[src/hw/rtl/squared_exponential_kernel_unit_macros.svh]
// Assertion helpers shared by the RTL files.
`ifndef SQUARED_EXPONENTIAL_KERNEL_UNIT_MACROS_SVH
`define SQUARED_EXPONENTIAL_KERNEL_UNIT_MACROS_SVH

`ifndef SYNTHESIS
`define SEK_ASSERT(lbl, prop) \
	lbl: assert property (@(posedge clk) disable iff (!arst_n) (prop)) \
		else $error("sek assertion failed");
`define SEK_ASSERT_NEXT(lbl, ante, cons) \
	lbl: assert property (@(posedge clk) disable iff (!arst_n) (ante) |=> (cons)) \
		else $error("sek assertion failed");
`else
`define SEK_ASSERT(lbl, prop)
`define SEK_ASSERT_NEXT(lbl, ante, cons)
`endif

`endif

[src/hw/rtl/sek_pkg.sv]
package sek_pkg;

	localparam int ACC_W  = 40;
	localparam int DIFF_W = 17;
	localparam int SQ_W   = 33;

	localparam logic [ACC_W-1:0] ACC_MAX       = '1;
	localparam logic [31:0]      EXP_NEG_ONE   = 32'd1580030169;
	localparam logic [31:0]      EXP_INT_LIMIT = 32'd24;
	localparam logic [3:0]       TAYLOR_ORDER  = 4'd13;
	localparam logic [63:0]      HALF_Q32      = 64'h0000_0000_8000_0000;
	localparam logic [33:0]      ONE_Q32       = 34'h1_0000_0000;

	localparam logic [31:0] GAIN_RESET  = 32'd65536;
	localparam logic [23:0] DECAY_RESET = 24'd32768;

	localparam logic [1:0] REG_SIGNAL_GAIN = 2'd0;
	localparam logic [1:0] REG_DECAY_RATE  = 2'd1;

	typedef struct packed {
		logic [ACC_W-1:0] sum;
		logic             sat;
	} dist_item_t;

	typedef struct packed {
		logic       push;
		dist_item_t item;
	} q_push_t;

	typedef struct packed {
		logic empty;
		logic full;
	} q_stat_t;

endpackage

[src/hw/rtl/sek_front.sv]
module sek_front import sek_pkg::*; (
	input  logic        clk,
	input  logic        arst_n,
	input  logic        s_tvalid,
	output logic        s_tready,
	input  logic [31:0] s_tdata,   // first_elem [15:0], second_elem [31:16]
	input  logic        s_tlast,   // last_elem
	input  q_stat_t     q_stat,
	output q_push_t     q_push
);

	logic                     advance;
	logic signed [DIFF_W-1:0] diff;
	logic                     valid_s1, last_s1;
	logic signed [DIFF_W-1:0] diff_s1;
	logic signed [2*DIFF_W-1:0] sq_full;
	logic                     valid_s2, last_s2;
	logic [SQ_W-1:0]          sq_s2;
	logic [ACC_W-1:0]         acc_q;
	logic                     ovf_q;
	logic [ACC_W:0]           sum_ext;
	logic                     sat_now;
	logic [ACC_W-1:0]         new_sum;
	logic                     new_sat;

	assign advance  = !(valid_s2 && last_s2 && q_stat.full);
	assign s_tready = advance;

	assign diff = $signed({s_tdata[15], s_tdata[15:0]}) - $signed({s_tdata[31], s_tdata[31:16]});
	assign sq_full = diff_s1 * diff_s1;

	assign sum_ext = {1'b0, acc_q} + {{(ACC_W + 1 - SQ_W){1'b0}}, sq_s2};
	assign sat_now = sum_ext[ACC_W];
	assign new_sum = sat_now ? ACC_MAX : sum_ext[ACC_W-1:0];
	assign new_sat = ovf_q | sat_now;

	assign q_push.push     = valid_s2 && last_s2 && advance;
	assign q_push.item.sum = new_sum;
	assign q_push.item.sat = new_sat;

	always_ff @(posedge clk or negedge arst_n) begin
		if (!arst_n) begin
			valid_s1 <= 1'b0;
			valid_s2 <= 1'b0;
			acc_q    <= '0;
			ovf_q    <= 1'b0;
		end else if (advance) begin
			valid_s1 <= s_tvalid;
			valid_s2 <= valid_s1;
			if (valid_s2) begin
				if (last_s2) begin
					acc_q <= '0;
					ovf_q <= 1'b0;
				end else begin
					acc_q <= new_sum;
					ovf_q <= new_sat;
				end
			end
		end
	end

	always_ff @(posedge clk) begin
		if (advance) begin
			diff_s1 <= diff;
			last_s1 <= s_tlast;
			sq_s2   <= sq_full[SQ_W-1:0];
			last_s2 <= last_s1;
		end
	end

endmodule

[src/hw/rtl/sek_queue.sv]
`include "squared_exponential_kernel_unit_macros.svh"

module sek_queue import sek_pkg::*; #(
	parameter int DEPTH = 4
) (
	input  logic       clk,
	input  logic       arst_n,
	input  q_push_t    q_push,
	input  logic       pop,
	output q_stat_t    q_stat,
	output dist_item_t rd_item
);

	localparam int PTR_W = (DEPTH > 1) ? $clog2(DEPTH) : 1;
	localparam int CNT_W = $clog2(DEPTH + 1);

	dist_item_t       mem_q [DEPTH];
	logic [PTR_W-1:0] wr_ptr_q, rd_ptr_q;
	logic [CNT_W-1:0] count_q;
	logic             do_push, do_pop;

	function automatic logic [PTR_W-1:0] ptr_inc(input logic [PTR_W-1:0] p);
		return (p == PTR_W'(DEPTH - 1)) ? '0 : p + 1'b1;
	endfunction

	assign q_stat.empty = (count_q == '0);
	assign q_stat.full  = (count_q == CNT_W'(DEPTH));
	assign do_push      = q_push.push && !q_stat.full;
	assign do_pop       = pop && !q_stat.empty;
	assign rd_item      = mem_q[rd_ptr_q];

	always_ff @(posedge clk or negedge arst_n) begin
		if (!arst_n) begin
			wr_ptr_q <= '0;
			rd_ptr_q <= '0;
			count_q  <= '0;
		end else begin
			if (do_push) wr_ptr_q <= ptr_inc(wr_ptr_q);
			if (do_pop)  rd_ptr_q <= ptr_inc(rd_ptr_q);
			unique case ({do_push, do_pop})
				2'b10:   count_q <= count_q + 1'b1;
				2'b01:   count_q <= count_q - 1'b1;
				default: count_q <= count_q;
			endcase
		end
	end

	always_ff @(posedge clk) begin
		if (do_push) mem_q[wr_ptr_q] <= q_push.item;
	end

	`SEK_ASSERT(a_no_push_full, !(q_push.push && q_stat.full))
	`SEK_ASSERT(a_no_pop_empty, !(pop && q_stat.empty))
	`SEK_ASSERT(a_count_bound, count_q <= CNT_W'(DEPTH))

endmodule

[src/hw/rtl/sek_back.sv]
`include "squared_exponential_kernel_unit_macros.svh"

module sek_back import sek_pkg::*; (
	input  logic        clk,
	input  logic        arst_n,
	input  dist_item_t  rd_item,
	input  q_stat_t     q_stat,
	output logic        pop,
	input  logic [31:0] signal_gain,
	input  logic [23:0] decay_rate,
	output logic        m_tvalid,
	input  logic        m_tready,
	output logic [31:0] m_tdata,   // kernel_value [31:0]
	output logic        m_tuser    // sum_saturated
);

	localparam logic [3:0] ST_IDLE  = 4'd0;
	localparam logic [3:0] ST_MX0   = 4'd1;
	localparam logic [3:0] ST_MX1   = 4'd2;
	localparam logic [3:0] ST_MX2   = 4'd3;
	localparam logic [3:0] ST_MX3   = 4'd4;
	localparam logic [3:0] ST_TMUL  = 4'd5;
	localparam logic [3:0] ST_TDIV  = 4'd7;
	localparam logic [3:0] ST_TACC  = 4'd8;
	localparam logic [3:0] ST_TSUB  = 4'd9;
	localparam logic [3:0] ST_RMUL  = 4'd10;
	localparam logic [3:0] ST_RRND  = 4'd11;
	localparam logic [3:0] ST_GMUL  = 4'd12;
	localparam logic [3:0] ST_GRND  = 4'd13;
	localparam logic [3:0] ST_OUT   = 4'd14;

	logic [3:0]       state_q;
	logic [ACC_W-1:0] sum_q;
	logic             sat_q;
	logic [63:0]      mul_q, x_q, rnd;
	logic [31:0]      f_q, term_q, div_q, kern_q;
	logic [4:0]       n_q;
	logic [33:0]      pos_q, neg_q;
	logic [3:0]       k_q;
	logic [32:0]      y_q;
	logic [31:0]      op_a, op_b;
	logic [63:0]      prod;
	logic [32:0]      quo_sum, quo_shr;
	logic [31:0]      quo;
	logic             out_free;
	logic             m_tvalid_q, m_tuser_q;
	logic [31:0]      m_tdata_q;

	// low word of ceil(2^(32+l) / k), l = ceil(log2 k); the 2^32 part comes back as + t
	function automatic logic [31:0] recip_low(input logic [3:0] k);
		logic [31:0] r;
		unique case (k)
			4'd3, 4'd6, 4'd12: r = 32'd1431655766;
			4'd5, 4'd10:       r = 32'd2576980378;
			4'd7:              r = 32'd613566757;
			4'd9:              r = 32'd3340530120;
			4'd11:             r = 32'd1952257862;
			4'd13:             r = 32'd991146300;
			default:           r = 32'd0;
		endcase
		return r;
	endfunction

	function automatic logic [2:0] recip_shift(input logic [3:0] k);
		logic [2:0] s;
		unique case (k)
			4'd2:                   s = 3'd1;
			4'd3, 4'd4:             s = 3'd2;
			4'd5, 4'd6, 4'd7, 4'd8: s = 3'd3;
			default:                s = 3'd4;
		endcase
		return s;
	endfunction

	assign pop      = (state_q == ST_IDLE) && !q_stat.empty;
	assign out_free = !m_tvalid_q || m_tready;
	assign m_tvalid = m_tvalid_q;
	assign m_tdata  = m_tdata_q;
	assign m_tuser  = m_tuser_q;

	// shared 32x32 multiplier
	always_comb begin
		unique case (state_q)
			ST_MX0:  begin op_a = {8'b0, decay_rate}; op_b = sum_q[31:0]; end
			ST_MX1:  begin op_a = {8'b0, decay_rate}; op_b = {24'b0, sum_q[ACC_W-1:32]}; end
			ST_TMUL: begin op_a = term_q;             op_b = f_q; end
			ST_TDIV: begin op_a = mul_q[63:32];       op_b = recip_low(k_q); end
			ST_RMUL: begin op_a = y_q[31:0];          op_b = EXP_NEG_ONE; end
			ST_GMUL: begin op_a = signal_gain;        op_b = y_q[31:0]; end
			default: begin op_a = '0;                 op_b = '0; end
		endcase
	end
	assign prod = op_a * op_b;
	assign rnd  = mul_q + HALF_Q32;

	// divide by the term index: (t + hi(t * recip)) >> l
	assign quo_sum = {1'b0, div_q} + {1'b0, mul_q[63:32]};
	assign quo_shr = quo_sum >> recip_shift(k_q);
	assign quo     = quo_shr[31:0];

	always_ff @(posedge clk or negedge arst_n) begin
		if (!arst_n) begin
			state_q    <= ST_IDLE;
			m_tvalid_q <= 1'b0;
		end else begin
			if (state_q == ST_OUT && out_free) m_tvalid_q <= 1'b1;
			else if (m_tready)                 m_tvalid_q <= 1'b0;
			unique case (state_q)
				ST_IDLE:  if (pop) state_q <= ST_MX0;
				ST_MX0:   state_q <= ST_MX1;
				ST_MX1:   state_q <= ST_MX2;
				ST_MX2:   state_q <= ST_MX3;
				ST_MX3:   state_q <= (x_q[63:32] >= EXP_INT_LIMIT) ? ST_OUT : ST_TMUL;
				ST_TMUL:  state_q <= ST_TDIV;
				ST_TDIV:  state_q <= ST_TACC;
				ST_TACC:  state_q <= (k_q == TAYLOR_ORDER) ? ST_TSUB : ST_TMUL;
				ST_TSUB:  state_q <= (n_q == '0) ? ST_GMUL : ST_RMUL;
				ST_RMUL:  state_q <= ST_RRND;
				ST_RRND:  state_q <= (n_q == 5'd1) ? ST_GMUL : ST_RMUL;
				ST_GMUL:  state_q <= ST_GRND;
				ST_GRND:  state_q <= ST_OUT;
				ST_OUT:   if (out_free) state_q <= ST_IDLE;
				default:  state_q <= ST_IDLE;
			endcase
		end
	end

	always_ff @(posedge clk) begin
		unique case (state_q)
			ST_IDLE: if (pop) begin
				sum_q <= rd_item.sum;
				sat_q <= rd_item.sat;
			end
			ST_MX0: mul_q <= prod;
			ST_MX1: begin
				x_q   <= mul_q;
				mul_q <= prod;
			end
			ST_MX2: x_q <= x_q + {mul_q[31:0], 32'b0};
			ST_MX3: begin
				kern_q <= '0;
				f_q    <= x_q[31:0];
				n_q    <= x_q[36:32];
				term_q <= x_q[31:0];
				pos_q  <= ONE_Q32;
				neg_q  <= {2'b0, x_q[31:0]};
				k_q    <= 4'd2;
			end
			ST_TMUL: mul_q <= prod;
			ST_TDIV: begin
				div_q <= mul_q[63:32];
				mul_q <= prod;
			end
			ST_TACC: begin
				term_q <= quo;
				if (k_q[0]) neg_q <= neg_q + {2'b0, quo};
				else        pos_q <= pos_q + {2'b0, quo};
				k_q <= k_q + 1'b1;
			end
			ST_TSUB: y_q <= (neg_q > pos_q) ? '0 : 33'(pos_q - neg_q);
			// y is at most 1.0; 1.0 times a constant is the constant
			ST_RMUL: mul_q <= y_q[32] ? {EXP_NEG_ONE, 32'b0} : prod;
			ST_RRND: begin
				y_q <= {1'b0, rnd[63:32]};
				n_q <= n_q - 1'b1;
			end
			ST_GMUL: mul_q <= y_q[32] ? {signal_gain, 32'b0} : prod;
			ST_GRND: kern_q <= rnd[63:32];
			ST_OUT: if (out_free) begin
				m_tdata_q <= kern_q;
				m_tuser_q <= sat_q;
			end
			default: ;
		endcase
	end

	`SEK_ASSERT(a_k_range, !(state_q == ST_TMUL) || (k_q >= 4'd2 && k_q <= TAYLOR_ORDER))
	`SEK_ASSERT(a_reduce_count, !(state_q == ST_RMUL) || (n_q != '0))
	`SEK_ASSERT_NEXT(a_pop_starts, pop, state_q == ST_MX0)

endmodule

[src/hw/rtl/squared_exponential_kernel_unit.sv]
// Pairs go in one per cycle unless stalled; difference and square are registered, then summed.
// The exp unit pops one sum at a time, only when idle (n = integer exponent part):
// result 0 when n >= 24, else 12 Taylor terms (multiply, divide, add), then n e^-1 steps.
// Up to QUEUE_DEPTH finished sums wait for the exp unit; the front stalls only when it is full.
// Asynchronous active-low reset clears the sum, the queue and the sequencer, and loads
// signal_gain = 1.0 and decay_rate = 0.5.
module squared_exponential_kernel_unit import sek_pkg::*; #(
	parameter int QUEUE_DEPTH = 4
) (
	input  logic        clk,
	input  logic        arst_n,
	input  logic        s_tvalid,
	output logic        s_tready,
	input  logic [31:0] s_tdata,    // first_elem [15:0], second_elem [31:16]
	input  logic        s_tlast,    // last_elem
	output logic        m_tvalid,
	input  logic        m_tready,
	output logic [31:0] m_tdata,    // kernel_value [31:0]
	output logic        m_tuser,    // sum_saturated
	input  logic        cfg_valid,
	output logic        cfg_ready,
	input  logic [1:0]  cfg_index,
	input  logic [31:0] cfg_data
);

	logic [31:0] signal_gain_q;
	logic [23:0] decay_rate_q;
	q_push_t     q_push;
	q_stat_t     q_stat;
	dist_item_t  rd_item;
	logic        pop;

	assign cfg_ready = 1'b1;

	always_ff @(posedge clk or negedge arst_n) begin
		if (!arst_n) begin
			signal_gain_q <= GAIN_RESET;
			decay_rate_q  <= DECAY_RESET;
		end else if (cfg_valid) begin
			if (cfg_index == REG_SIGNAL_GAIN)     signal_gain_q <= cfg_data;
			else if (cfg_index == REG_DECAY_RATE) decay_rate_q  <= cfg_data[23:0];
		end
	end

	sek_front u_front (
		.clk      (clk),
		.arst_n   (arst_n),
		.s_tvalid (s_tvalid),
		.s_tready (s_tready),
		.s_tdata  (s_tdata),
		.s_tlast  (s_tlast),
		.q_stat   (q_stat),
		.q_push   (q_push)
	);

	sek_queue #(
		.DEPTH (QUEUE_DEPTH)
	) u_queue (
		.clk     (clk),
		.arst_n  (arst_n),
		.q_push  (q_push),
		.pop     (pop),
		.q_stat  (q_stat),
		.rd_item (rd_item)
	);

	sek_back u_back (
		.clk         (clk),
		.arst_n      (arst_n),
		.rd_item     (rd_item),
		.q_stat      (q_stat),
		.pop         (pop),
		.signal_gain (signal_gain_q),
		.decay_rate  (decay_rate_q),
		.m_tvalid    (m_tvalid),
		.m_tready    (m_tready),
		.m_tdata     (m_tdata),
		.m_tuser     (m_tuser)
	);

endmodule

[config.mk]
export PLATFORM = sky130hd
export DESIGN_NAME = squared_exponential_kernel_unit
export DESIGN_NICKNAME = d
export VERILOG_FILES = /design/src/hw/rtl/sek_pkg.sv /design/src/hw/rtl/sek_front.sv /design/src/hw/rtl/sek_queue.sv /design/src/hw/rtl/sek_back.sv /design/src/hw/rtl/squared_exponential_kernel_unit.sv
export VERILOG_INCLUDE_DIRS = /design/src /design/src/hw/rtl
export SDC_FILE = /design/constraint.sdc
export NUM_CORES = 2
export LEC_CHECK = 0
export ABC_AREA = 1
export BUFFER_PORTS_ARGS = -buffer_cell sky130_fd_sc_hd__buf_2
export CAP_MARGIN = 20
export CORE_MARGIN = 4
export CORE_UTILIZATION = 29
export DETAILED_ROUTE_END_ITERATION = 10
export PLACE_DENSITY = 0.47
export SYNTH_ARGS = -nofsm -noshare
export SYNTH_HDL_FRONTEND = slang
export SYNTH_SLANG_ARGS = --single-unit
[constraint.sdc]
create_clock -name clk -period 23.8 [get_ports clk]
set_input_delay 1.19 -clock clk [delete_from_list [all_inputs] [get_ports clk]]
set_output_delay 1.19 -clock clk [all_outputs]
set_load 0.02 [all_outputs]
==> impl_metrics.toml <==
[outcome]
status = "completed"

[clock_network]
htreeDepth = 3
clk_path_buf_depth = 3
holdBufCountCts = 0
path_clk_slew_ps = 70
post_cts.repair.setup_buffers = 0
clockRootBuffer = "clkbuf_16"
cts_buffers = 90
ctsResizeCount = 0
cts_sinks = 787
cts_tree = "built"
clk_latency_ps = 750

[setup_path]
worstPathArrival_ps = 11520
r2r_setup_slack_ps = 12860
path_class = "reg -> reg"
cpMaxStageDelayCell = "nand2_2"
timing.rr.end = "u_back.mul_q[43]$_DFFE_PP_"
reg2reg_depth = 31
cp.required_ps = 24380
crit_path_max_incr_delay_ps = 700
cpMostUsedCell = "fa_1"
r2r-start = "u_back.state_q[3]$_DFFE_PN0P_"
start_kind = "register"
end_kind = "register"
critical_path.max_fanout = 33

[synthesis]
synth.area.top_cells = "fa_1 26%, edfxtp_1 22%, inv_1 10%"
post-synth-top-count-cell = "inv_1"
syn_area_sq_um = 91200
synth_flop_cell = "edfxtp_1"
synth_top_cell_area_share_pct = 25.6
synthTopCellsByCount = "2436 x inv_1, 2386 x nand2_1, 1168 x fa_1"
postSynth.asyncResetShare_pct = 14.1
yosysUniqueCellTypes = 78
syn_nets = 12865
ys_ff_latch = 787
synth_edf_count = 655
ys_seq_area_share_pct = 25.1
synth_cells = 11018
synth_area_per_cell_sq_um = 8.28
ys_warn_count = 0
synth_area_leader_cell = "fa_1"

[hold_path]
min_to = "u_back.m_tdata[1]$_DFFE_PP_"
min_path_type = "reg -> reg"
hold_depth = 0
hp-start = "u_back.kern_q[1]$_SDFFCE_PN0P_"

[global_route]
grt-busiest-layer = "met2"
met1_usage_pct = 31.0
grt_pass1_vias = 73245
grt_max_degree = 65
met2_usage_pct = 33.6
grt_pass1_wl_mm = 516
overflow = 0
grt_antenna_before_repair = 16
track_usage_pct = 21.7
gr-usage-met3_pct = 3.12

[sta]
period_minus_slack_ps = 10940
rsz0062_at_grt = "false"
fin_setup_tns_ps = 0
report.final.setup_viol = 0
max_freq_mhz = 91.4
worst_slew_pin_slew_ps = 1130
slew_viol_final = 0
slew_headroom_pct = 24.0
period_share_pct = 46.0
skew_ps = 69.1
hold_violations = 0

[layout]
nNetsFinal = 12861
multiInputGateArea_sq_um = 57300
layout-drive-gt1-share_pct = 5.36
areaGrowthSynthToFinish_pct = 8.86
n_fill_cell = 33705
regArea_sq_um = 22900

[die]
rows = 205
core-area_sq_um = 312000
die_h_um = 569
floorplan.initialDensity_pct = 29.2
die_area_sq_um = 323000
ioPinCount = 108
chipWidth_um = 569

[routing]
vias = 74278
drt_iter0_markers = 7149
drtAntennaViolNets = 0
drc = 0
wl_mm = 356
vias_per_cell = 4.87
routedWlPerCell_um = 23.3
drtPass1Iterations = 6

[placed_design]
portBuffers = 106
place.detailed.hpwl_mm = 287
globalplace.congestion = 0.990

[flow_run]
maxCapViolCount = 0
## registers in the layout, indices dropped and copies added, names as in the netlist, 33 cells and up, named ones only
| signal | cells |
|---|---|
| u_back.y_q | 33 |
| u_back.sum_q | 40 |
| u_back.pos_q | 34 |
| u_back.mul_q | 64 |
| u_front.acc_q | 40 |
| u_queue.mem_q | 164 |
| u_back.x_q | 64 |
| u_back.neg_q | 34 |
## area by class of cell
cell class / count / share of cell area [%]
repair buffers: 222 / 1.42
flip-flops and latches: 787 / 23.0
well taps: 4140 / 5.22
clock inverters: 60 / 0.623
clock buffers: 110 / 2.46
diodes: 9 / 0.0227
inverters: 2505 / 9.48
multi-input cells: 7408 / 57.7
## per-stage QoR
step | setup WS, ps | utilization [%] | hold slack [ps] | std cells | cell area, sq um
after floorplan | 15790 | - | 400 | 11018 | 91200
after global placement | 13020 | 30.8 | 401 | 15062 | 96200
after detailed placement | 13160 | 30.8 | 405 | 15062 | 96200
after CTS | 13110 | 31.8 | 420 | 15232 | 99200
after global routing | 12510 | 31.8 | 422 | 15233 | 99300
final | 12860 | 31.8 | 418 | 15241 | 99300
## worst max-delay path, delay by kind of cell, from the launching register on
kind,cells,cell delay (ps)
flip-flops,1,450
AND/OR/NAND/NOR,12,3860
adder cells (fa/ha/maj),9,4380
XOR/XNOR,1,280
buffers and inverters,8,1650
AO/OA/AOI/OAI,1,90
## cell families after synthesis
logic type / count (synthesis) / synth area share [%]
AOI/OAI and AO/OA: 1284 / 8.06
xor gates and xnor gates: 181 / 1.74
adders and majority gates: 1775 / 34.0
buffers and inverters: 2823 / 12.2
DFF: 787 / 25.1
muxes: 7 / 0.0823
other: 1 / 0.00411
and+or+nand+nor: 4160 / 18.9
## worst max-delay path by stage
stage / end / slack, ps / startpoint / depth (start not counted)
2_1_floorplan: u_back.mul_q[50]$_DFFE_PP_ / 15790 / u_back.state_q[3]$_DFFE_PN0P_ / 33
3_3_place_gp: u_back.mul_q[43]$_DFFE_PP_ / 13020 / u_back.state_q[3]$_DFFE_PN0P_ / 31
3_5_place_dp: u_back.mul_q[43]$_DFFE_PP_ / 13160 / u_back.state_q[3]$_DFFE_PN0P_ / 31
4_1_cts: u_back.mul_q[43]$_DFFE_PP_ / 13110 / u_back.state_q[3]$_DFFE_PN0P_ / 31
5_1_grt: u_back.mul_q[43]$_DFFE_PP_ / 12510 / u_back.state_q[0]$_DFFE_PN0P_ / 32
6_report: u_back.mul_q[43]$_DFFE_PP_ / 12860 / u_back.state_q[3]$_DFFE_PN0P_ / 31
## cells in the final DEF, fill, tap and decap left out, types with 108 or more instances in the layout
cell type,n
nor2_1,1031
nand2_1,2385
fa_1,1168
inv_1,2433
nand3_1,394
xor2_1,114
buf_4,116
a21oi_1,421
ha_1,607
o21ai_0,519
edfxtp_1,655
dfrtp_1,108
## metal layers
| metal | wire (um) | share of wire (%) |
|---|---|---|
| met1 | 161000 | 45 |
| met2 | 157000 | 44 |
| met3 | 24000 | 6.7 |
| met4 | 13200 | 3.7 |
| met5 | 492 | 0.14 |
Power is left out: the tool's default activity adds up to more than one toggle a clock period on the data nets, which glitch-free logic cannot reach.
